--- config.mk ---
export PLATFORM = sky130hd
export DESIGN_NAME = generational_handle_pool_unit
export DESIGN_NICKNAME = d
export VERILOG_FILES = /design/src/hdl/ghp_pkg.sv /design/src/hdl/ghp_free_enc.sv /design/src/hdl/generational_handle_pool_unit.sv
export SDC_FILE = /design/constraint.sdc
export NUM_CORES = 2
export LEC_CHECK = 0
export BUFFER_PORTS_ARGS = -buffer_cell sky130_fd_sc_hd__buf_2
export CORE_MARGIN = 2
export CORE_UTILIZATION = 57
export DETAILED_ROUTE_END_ITERATION = 10
export MAX_ROUTING_LAYER = met4
export PLACE_DENSITY_LB_ADDON = 0.25
export SLEW_MARGIN = 20
export SYNTH_ARGS = -nofsm -noshare
export SYNTH_HDL_FRONTEND = slang
export SYNTH_SLANG_ARGS = --single-unit
--- constraint.sdc ---
create_clock -name clk_i -period 7.85 [get_ports clk_i]
set_clock_uncertainty 0.1 [all_clocks]
set_input_delay 1.57 -clock clk_i [delete_from_list [all_inputs] [get_ports clk_i]]
set_output_delay 1.57 -clock clk_i [all_outputs]
set_load 0.01 [all_outputs]
--- src/hdl/ghp_pkg.sv ---
// shared constants for the generational handle pool: sizes, command and status codes
// no dependencies; imported by ghp_free_enc, generational_handle_pool_unit and the testbench
package ghp_pkg;

  localparam int SLOTS   = 64;
  localparam int SLOT_W  = $clog2(SLOTS);
  localparam int CNT_W   = 7;
  localparam int GEN_W   = 16;
  localparam int DESC_W  = 31;
  localparam int ENTRY_W = GEN_W + DESC_W;

  localparam logic [CNT_W-1:0] SLOTS_CNT = CNT_W'(SLOTS);

  localparam logic [1:0] CMD_REGISTER = 2'd0;
  localparam logic [1:0] CMD_RELEASE  = 2'd1;
  localparam logic [1:0] CMD_LOOKUP   = 2'd2;

  localparam logic [1:0] ST_OK      = 2'd0;
  localparam logic [1:0] ST_INVALID = 2'd1;
  localparam logic [1:0] ST_NOENTRY = 2'd2;
  localparam logic [1:0] ST_FULL    = 2'd3;

endpackage

--- src/hdl/ghp_free_enc.sv ---
// lowest-free-slot priority encoder over the used flags, limited to the live slot count
// depends on ghp_pkg
module ghp_free_enc (
  input  logic [ghp_pkg::SLOTS-1:0]  used_i,
  input  logic [ghp_pkg::CNT_W-1:0]  live_i,
  output logic                       found_o,
  output logic [ghp_pkg::SLOT_W-1:0] slot_o
);
  import ghp_pkg::*;

  logic [SLOTS-1:0] free;

  always_comb begin
    for (int i = 0; i < SLOTS; i++) begin
      free[i] = !used_i[i] && (i < int'(live_i));
    end
  end

  // scan from the top so the lowest free slot wins
  always_comb begin
    found_o = 1'b0;
    slot_o  = '0;
    for (int i = SLOTS - 1; i >= 0; i--) begin
      if (free[i]) begin
        found_o = 1'b1;
        slot_o  = SLOT_W'(i);
      end
    end
  end

endmodule

--- src/hdl/generational_handle_pool_unit.sv ---
// Generational handle pool.
// A command transfer is taken at a rising edge with start high and busy low; cmd_i,
// descriptor_i and handle_in_i are sampled then. Register puts the descriptor in the
// lowest free slot below the active count and answers generation<<16 | (slot+1);
// release checks the handle, answers the descriptor, frees the slot and bumps its
// generation; lookup checks and answers without changing anything.
// Each command gives one result on status_o, handle_out_o, descriptor_out_o and
// slot_index_o, shown for exactly one cycle with done_o high; the receiver cannot
// stall. The result is registered at the edge that ends the busy cycle; busy blocks a
// new command until the read of the slot RAM has been followed by its write-back.
// Slot RAM holds {generation, descriptor}; used flags and generation-valid bits sit in
// flip-flops so reset frees every slot and reads every generation as zero at once.
// active_slots is written through cfg_we_i / cfg_wdata_i and resets to 64.
// depends on ghp_pkg and ghp_free_enc
module generational_handle_pool_unit (
  input  logic                       clk_i,
  input  logic                       rst_ni,
  input  logic                       start,
  output logic                       busy,
  input  logic [1:0]                 cmd_i,
  input  logic [ghp_pkg::DESC_W-1:0] descriptor_i,
  input  logic [31:0]                handle_in_i,
  input  logic                       cfg_we_i,
  input  logic [ghp_pkg::CNT_W-1:0]  cfg_wdata_i,
  output logic                       done_o,
  output logic [1:0]                 status_o,
  output logic [31:0]                handle_out_o,
  output logic [ghp_pkg::DESC_W-1:0] descriptor_out_o,
  output logic [ghp_pkg::SLOT_W-1:0] slot_index_o
);
  import ghp_pkg::*;

  logic [CNT_W-1:0]   active_q;
  logic [CNT_W-1:0]   live;
  logic [SLOTS-1:0]   used_q, used_d;
  logic [SLOTS-1:0]   gvld_q, gvld_d;
  logic               busy_q;
  logic               accept;

  logic               enc_found;
  logic [SLOT_W-1:0]  enc_slot;
  logic [15:0]        hidx;
  logic               hidx_ok;
  logic [SLOT_W-1:0]  raddr;

  logic [ENTRY_W-1:0] mem [SLOTS];
  logic [ENTRY_W-1:0] rd_q;
  logic               gvld_rd_q;

  logic [1:0]         cmd_q;
  logic [DESC_W-1:0]  desc_q;
  logic [GEN_W-1:0]   hgen_q;
  logic [SLOT_W-1:0]  slot_q;
  logic               hit_q;

  logic [GEN_W-1:0]   gen_rd;
  logic [DESC_W-1:0]  desc_rd;
  logic               we;
  logic [ENTRY_W-1:0] wdata;
  logic               set_used, clr_used;
  logic [1:0]         status_d;
  logic [31:0]        handle_d;
  logic [DESC_W-1:0]  dout_d;
  logic [SLOT_W-1:0]  sidx_d;

  logic               done_q;
  logic [1:0]         status_q;
  logic [31:0]        handle_q;
  logic [DESC_W-1:0]  dout_q;
  logic [SLOT_W-1:0]  sidx_q;

  assign busy   = busy_q;
  assign accept = start && !busy_q;
  assign live   = (active_q > SLOTS_CNT) ? SLOTS_CNT : active_q;

  ghp_free_enc u_free_enc (
    .used_i  (used_q),
    .live_i  (live),
    .found_o (enc_found),
    .slot_o  (enc_slot)
  );

  // index field zero wraps to 0xffff and always fails the range check
  assign hidx    = handle_in_i[15:0] - 16'd1;
  assign hidx_ok = hidx < {{(16-CNT_W){1'b0}}, live};
  assign raddr   = (cmd_i == CMD_REGISTER) ? enc_slot : hidx[SLOT_W-1:0];

  // slot RAM: registered read at the accepting edge, write-back at the edge after it
  always_ff @(posedge clk_i) begin
    if (we) begin
      mem[slot_q] <= wdata;
    end
    rd_q <= mem[raddr];
  end

  always_ff @(posedge clk_i) begin
    if (accept) begin
      cmd_q     <= cmd_i;
      desc_q    <= descriptor_i;
      hgen_q    <= handle_in_i[31:16];
      slot_q    <= raddr;
      hit_q     <= (cmd_i == CMD_REGISTER) ? enc_found : hidx_ok;
      gvld_rd_q <= gvld_q[raddr];
    end
  end

  assign gen_rd  = gvld_rd_q ? rd_q[ENTRY_W-1:DESC_W] : '0;
  assign desc_rd = rd_q[DESC_W-1:0];

  always_comb begin
    we       = 1'b0;
    wdata    = {gen_rd, desc_rd};
    set_used = 1'b0;
    clr_used = 1'b0;
    status_d = ST_INVALID;
    handle_d = '0;
    dout_d   = '0;
    sidx_d   = '0;
    case (cmd_q)
      CMD_REGISTER: begin
        if (hit_q) begin
          status_d = ST_OK;
          handle_d = {gen_rd, 16'(slot_q) + 16'd1};
          sidx_d   = slot_q;
          we       = 1'b1;
          wdata    = {gen_rd, desc_q};
          set_used = 1'b1;
        end else begin
          status_d = ST_FULL;
        end
      end
      CMD_RELEASE, CMD_LOOKUP: begin
        if (!hit_q) begin
          status_d = ST_INVALID;
        end else if (!used_q[slot_q] || gen_rd != hgen_q) begin
          status_d = ST_NOENTRY;
        end else begin
          status_d = ST_OK;
          dout_d   = desc_rd;
          sidx_d   = slot_q;
          if (cmd_q == CMD_RELEASE) begin
            we       = 1'b1;
            wdata    = {gen_rd + GEN_W'(1), desc_rd};
            clr_used = 1'b1;
          end
        end
      end
      default: begin
        status_d = ST_INVALID;
      end
    endcase
    if (!busy_q) begin
      we       = 1'b0;
      set_used = 1'b0;
      clr_used = 1'b0;
    end
  end

  always_comb begin
    used_d = used_q;
    gvld_d = gvld_q;
    if (set_used) begin
      used_d[slot_q] = 1'b1;
    end
    if (clr_used) begin
      used_d[slot_q] = 1'b0;
    end
    if (we) begin
      gvld_d[slot_q] = 1'b1;
    end
  end

  always_ff @(posedge clk_i or negedge rst_ni) begin
    if (!rst_ni) begin
      active_q <= SLOTS_CNT;
      used_q   <= '0;
      gvld_q   <= '0;
      busy_q   <= 1'b0;
      done_q   <= 1'b0;
    end else begin
      if (cfg_we_i) begin
        active_q <= cfg_wdata_i;
      end
      used_q <= used_d;
      gvld_q <= gvld_d;
      busy_q <= accept;
      done_q <= busy_q;
    end
  end

  always_ff @(posedge clk_i) begin
    if (busy_q) begin
      status_q <= status_d;
      handle_q <= handle_d;
      dout_q   <= dout_d;
      sidx_q   <= sidx_d;
    end
  end

  assign done_o           = done_q;
  assign status_o         = status_q;
  assign handle_out_o     = handle_q;
  assign descriptor_out_o = dout_q;
  assign slot_index_o     = sidx_q;

endmodule

**Yosys cells after proc, flatten, opt, wreduce, memory -nomap -nowiden**

Memories as Yosys holds them, arrays and structs flattened. A register that Yosys moved wholly into a read port is not among the register bits.
Index checks and enable logic that the tools add are counted.
W data, S select, Z words.

- Output and inout bits: 73
- Memories kept: 1
- Register bits: 265
- RAM bits: 3008
- Input bits: 76
- Logic and storage cells: 400

Memory list:

| memory | depth | bits a word | read ports | clocked after memory_dff | write ports | line | source |
|---|---|---|---|---|---|---|---|
| mem | 64 | 47 | 1 | 1 | 1 | generational_handle_pool_unit.sv:46 | `logic [ENTRY_W-1:0] mem [SLOTS];` |

- Add/sub/neg operators: 3
- Bitwise gates (word level): 6
- Reductions and logical operators: 138
- Equal/unequal tests: 3
- Multiplexer cells: 165
- $lt $le $gt $ge: 69

Operators by type and width:

| kind | number |
|---|---|
| $mux W6 | 68 |
| $lt A6 B7 Y1 const A | 32 |
| $mux W47 | 3 |
| $mux W64 | 2 |
| $or A64 B64 Y64 | 2 |
| $lt A5 B7 Y1 const A | 16 |
| $pmux W47 S2 | 1 |
| $mux W1 | 79 |
| $logic_and A1 B1 Y1 | 66 |
| $logic_not A1 Y1 | 66 |
| $and A64 B64 Y64 | 1 |
| $not A64 Y64 | 1 |
| $lt A4 B7 Y1 const A | 8 |
| $mux W31 | 1 |
| $lt A3 B7 Y1 const A | 4 |
| $add A16 B1 Y16 const B | 1 |
| $lt A16 B7 Y1 | 1 |
| $mux W16 | 1 |
| $ne A16 B16 Y1 | 1 |
| $sub A16 B1 Y16 const B | 1 |
| $lt A1 B7 Y1 const A | 2 |
| $lt A2 B7 Y1 const A | 2 |
| $lt A6 B7 Y1 const B | 2 |
| $bmux W1 S6 | 2 |
| 17 further kinds | 21 |

**Logic depth before layout (Yosys ltp)**

- Depth in word-level cells: 71
- Depth in mapped cells: 21
- Gate-level depth less buffers: 14

**By module**

A second synthesis with hierarchy kept.

- Cells, all modules: 9103
- Area, all modules: 133494.3 um2

Modules (own cells, without submodules):

| module | instances | sequential area each (um2) | area an instance (um2) | cells an instance |
|---|---|---|---|---|
| generational_handle_pool_unit | 1 | 98270.5 | 131663.8 | 8788 |
| ghp_free_enc | 1 | 0.0 | 1830.5 | 315 |

**Worst setup path after synthesis**

OpenSTA, ideal clock, no wires.

- Kind: register to register
- Start point: reg slot_q[2]
- End point: mem mem[33][0] (netlist bit) (enable)
- Required time: 7.239 ns
- Path buffers: 5
- Clock period less this slack: 6.408 ns
- Cell stages (with the launch flop): 14
- Arrival: 5.797 ns
- Setup time: 0.511 ns
- Path slack: 1.442 ns
- Cells stage by stage: edfxtp_1 > clkbuf_1 > clkbuf_1 > clkbuf_1 > nand2_1 > a31o_2 > o2111ai_1 > o31a_1 > and3_1 > and3_1 > o21bai_1 > clkbuf_1 > buf_1 > nor3_1

- Longest elaborated chain between the ends: 10

RTL lines:

| what | line | source |
|---|---|---|
| start: declaration | generational_handle_pool_unit.sv:53 | `logic [SLOT_W-1:0] slot_q;` |
| start signal: assignment | generational_handle_pool_unit.sv:101 | `slot_q <= raddr;` |
| $bmux W1 S6 | generational_handle_pool_unit.sv:135 | `end else if (!used_q[slot_q] \|\| gen_rd != hgen_q) begin` |
| $mux W1 (implied by the code) | generational_handle_pool_unit.sv:135 |  |
| $logic_not A1 Y1 | generational_handle_pool_unit.sv:135 |  |
| $logic_or A1 B1 Y1 | generational_handle_pool_unit.sv:135 |  |
| $mux W1 | generational_handle_pool_unit.sv:135 |  |
| $mux W1 | generational_handle_pool_unit.sv:133 | `if (!hit_q) begin` |
| $pmux W1 S2 | generational_handle_pool_unit.sv:119 | `case (cmd_q)` |
| $mux W1 | generational_handle_pool_unit.sv:152 | `if (!busy_q) begin` |
| $mux W1 | generational_handle_pool_unit.sv:90 | `if (we) begin` |
| $mux W1 (implied by the code) | generational_handle_pool_unit.sv:91 | `mem[slot_q] <= wdata;` |
| end: declaration | generational_handle_pool_unit.sv:46 |  |

Several ways; a longest one is shown, not always the timed one. The select of a mux whose other input is x is not followed.

**Final worst setup path**

- Start point: reg active_q[2]
- End point: reg rd_q[23] (read register of mem)

- Longest elaborated chain between the ends: 69
- Elaborated cells on any way between the ends: 195
- Classes of those cells: 65 x order compare; 66 x mux; 64 x reduce/logical

RTL lines:

| what | line | source |
|---|---|---|
| start: declaration | generational_handle_pool_unit.sv:33 | `logic [CNT_W-1:0] active_q;` |
| start signal: assignment | generational_handle_pool_unit.sv:182 | `active_q <= cfg_wdata_i;` |
| $gt A7 B7 Y1 | generational_handle_pool_unit.sv:74 | `assign live = (active_q > SLOTS_CNT) ? SLOTS_CNT : active_q;` |
| $mux W7 * | generational_handle_pool_unit.sv:74 |  |
| $lt A6 B7 Y1 | ghp_free_enc.sv:15 | `free[i] = !used_i[i] && (i < int'(live_i));` |
| $logic_and A1 B1 Y1 | ghp_free_enc.sv:15 |  |
| $mux W6 (63 in a row) | ghp_free_enc.sv:24 | `if (free[i]) begin` |
| $mux W6 * | ghp_free_enc.sv:24 |  |
| $mux W6 * | generational_handle_pool_unit.sv:86 | `assign raddr = (cmd_i == CMD_REGISTER) ? enc_slot : hidx[SLOT_W-1:0];` |
| end: declaration | generational_handle_pool_unit.sv:47 | `logic [ENTRY_W-1:0] rd_q;` |

Mark *: on every way between the ends. The rest lies on a longest branch, timed or not.
A chain may end at the register's enable or synchronous reset.

==> impl_results.md <==
* Post-Syn Area at 132,300 sq um
* Area Growth Syn to Fin at 12.80%
* Post-DP HPWL at 226.3 mm
* Share of cells above drive strength 1 at 11.64%
* Final worst path period need at 6.564 ns
* Gp weighted congestion at 0.9744
* WL/cell at 31.60 um
* R2R depth at 15
* Setup TNS at 0 ns
* Synthesized flop and latch total at 3,311
* RSZ-0062 raised after global routing: no
* Worst Hold Launch: gvld_q[23]
* Outcome: finished clean
* Final setup fails at 0
* PwrDens at 266.7 nW/um^2
* Final ANT Viol Nets at 0
* FF-to-FF End: rd_q[23]
* First-pass GRT wire length at 585.9 mm
* Vias in the first global route at 82,090
* Hold Path Depth at 1
* WP data required at 8.57 ns
* Fill cell count at 16,050
* Worst skew pair latency at 0.99 ns
* End of the worst hold path: gvld_q[23]
* Core Box Area at 230,300 sq um
* Resized cells post-CTS at 0
* Worst Path Max Fanout at 102
* H-tree depth at 5
* Worst R2R Start: active_q[2]
* Fmax at 0.1523 GHz
* Largest net degree at the start of global routing at 167
* Worst slew pin tran at 1.306 ns
* Drt first-iter violations at 15,510
* Critical Path AT at 7.29 ns
* All-layer global routing usage at 35.75%
* Initial antenna violation count at 28
* CP Class: flip-flop to flip-flop
* EDFF count, synth at 3,127
* Gr ovfl total at 0
* R2r setup slk at 1.29 ns
* CTS root buf: clkbuf_16
* First-pass iteration count of the detailed router at 9
* Fin. Hold Viols at 0
* Clock Path Buffers at 4
* Slew Viols, Final at 0
* Die Footprint at 236,000 sq um
* Synth cell types at 95
* WL final at 416.3 mm
* Peak supply drop at 0.2654 mV
* Clock tree from TritonCTS: built
* Max_cap viols at 0
* Hold WS at 0.3655 ns
* Num CTS Buffers at 338
* Vias per Instance at 6.654
* Tcrit/Tclk final at 83.62%
* CTS clock-pin slew for the worst setup and hold paths at 0.06 ns
* Buffers on Ports at 139
* Post-CTS Setup Bufs at 0
* Setup crit end kind: flip-flop
* Starting density of the core at 57.45%
* Avg Inst Size Synth at 13.67 sq um
* Chip width at 485.8 um
* TritonCTS Sinks at 3,311
* Rows at 176
* Ys Warns at 0
* Rel. slew slack at 12.49%
* Hold Path Class: flip-flop to flip-flop
* Residual DRC at 0
* Post-synthesis sequential area ratio at 74.26%
* Hold bufs inserted after CTS at 0
* Vias at 87,660
* Syn Inst Count at 9,678
* Static leakage at 53.35 nW
* Synth async-reset ratio at 4.138%
* Post-layout nets at 9,961
* Main synth FF type: edfxtp_1
* Startpoint Class: flip-flop
* Chip height at 485.8 um
* Number of placed I/O pins at 149
[flip-flops by register name, summed over array words and instances (netlist names), 2 cells and up]
signal            flops
active_q              7
cmd_q                 2
desc_q               31
descriptor_out_o     31
gvld_q               64
handle_out_o         23
hgen_q               16
mem                3008
rd_q                 47
slot_index_o          6
slot_q                6
status_o              2
used_q               64
[through the flow]
| stage | setup slack (ns) | cell area [sq um] | utilization (%) | std cells | total power [mW] |
|---|---|---|---|---|---|
| 6_report | 1.286 | 149300 | 64.80 | 13170 | 39.81 |
| 5_1_grt | 1.257 | 149200 | 64.79 | 13170 | 40.72 |
| 4_1_cts | 1.582 | 149100 | 64.71 | 13150 | 39.70 |
| 3_5_place_dp | 1.534 | 138500 | 60.12 | 12560 | 24.37 |
| 3_3_place_gp | 1.597 | 138400 | 60.08 | 12560 | 24.27 |
| 2_1_floorplan | 1.442 | 132400 | - | 9686 | 22.86 |
[metal layers]
layer / wire length (um) / track usage, %
met1: 148700 / 47.43
met2: 186700 / 52.25
met3: 58960 / 8.808
met4: 21990 / 16.94
met5: 0 / -
[cell families after synthesis]
group,Yosys count,share of synthesized area [%]
XOR/XNOR,20,0.1324
AO/OA/AOI/OAI,917,4.615
AND/OR/NAND/NOR,4164,14.12
flip-flops,3311,74.26
other,1,0.002834
adder cells (fa/ha/maj),12,0.1135
multiplexers,613,4.649
buffers and inverters,640,2.109
[critical path, stage by stage (launching register included)]
cell       delay (ns)
dfrtp_1          0.82
nand2b_1         0.34
buf_4            0.28
o21ai_1          0.28
nand2_1          0.09
a2111oi_0        0.51
o32a_1           0.28
o311ai_1         0.23
a21oi_4          0.90
inv_8            0.52
buf_12           0.41
nand2_1          0.16
nand3_1          0.12
a32oi_1          0.30
nand4_1          0.27
or4b_1           0.60
[cells in the final DEF, fill, tap and decap left out, types with 22 or more instances in the layout]
cell type,count
clkbuf_1,80
clkbuf_16,344
a31oi_1,68
and3_1,41
nand2_1,2192
buf_4,232
mux2i_1,600
nand4_1,93
o21ai_0,87
and2_1,50
clkinv_2,50
a21oi_1,251
nor3_2,61
buf_2,138
buf_12,86
nor3_1,22
edfxtp_1,3127
dfrtp_1,135
a32oi_1,99
or4b_1,24
inv_1,24
nor2_1,139
o21ai_1,24
bufinv_16,29
clkinv_1,64
nor4_1,22
nand3_1,1311
or2_2,76
dfxtp_1,47
o22ai_1,136
[cells in the mapped netlist, drive strengths merged, types with 47 or more instances]
cell / count / area [sq um]
mux2i: 600 / 6006
nand2: 2202 / 8302
buf: 328 / 1619
or2: 78 / 488.0
a21oi: 255 / 1287
o21ai: 117 / 585.6
o22ai: 141 / 882.1
dfrtp: 136 / 3403
clkbuf: 283 / 1062
edfxtp: 3127 / 93900
a31oi: 68 / 425.4
a32oi: 99 / 867.1
nand4: 93 / 581.8
nand3: 1311 / 6561
dfxtp: 47 / 940.9
nor3: 89 / 450.4
and2: 50 / 312.8
nor2: 159 / 604.3
[worst max-delay path by stage]
stage	depth (start not counted)	slack, ns	startpoint	to
floorplan	13	1.44	slot_q[2]	mem[33][0]
global placement	16	1.60	active_q[2]	rd_q[42]
detailed placement	13	1.53	cmd_i[1]	rd_q[23]
CTS	16	1.58	active_q[2]	rd_q[42]
global route	15	1.26	active_q[2]	rd_q[29]
finish	15	1.29	active_q[2]	rd_q[23]
[cell type report]
cell class	instances	area, sq um	share of cell area (%)
Tap cell	3026	3786	2.537
Sequential cell	3311	98270	65.84
Antenna cell	19	47.55	0.03185
Timing Repair Buffer	458	4193	2.809
Multi-Input combinational cell	5735	32260	21.61
Clock buffer	435	9060	6.070
Clock inverter	161	1521	1.019
Inverter	29	123.9	0.08299
[power by group]
group | internal [mW] | switching [mW]
registers | 20.3 | 0.323
logic | 0.852 | 2.68
clock network | 9.07 | 6.59
No activity file was read; power rests on OpenSTA's default activity.
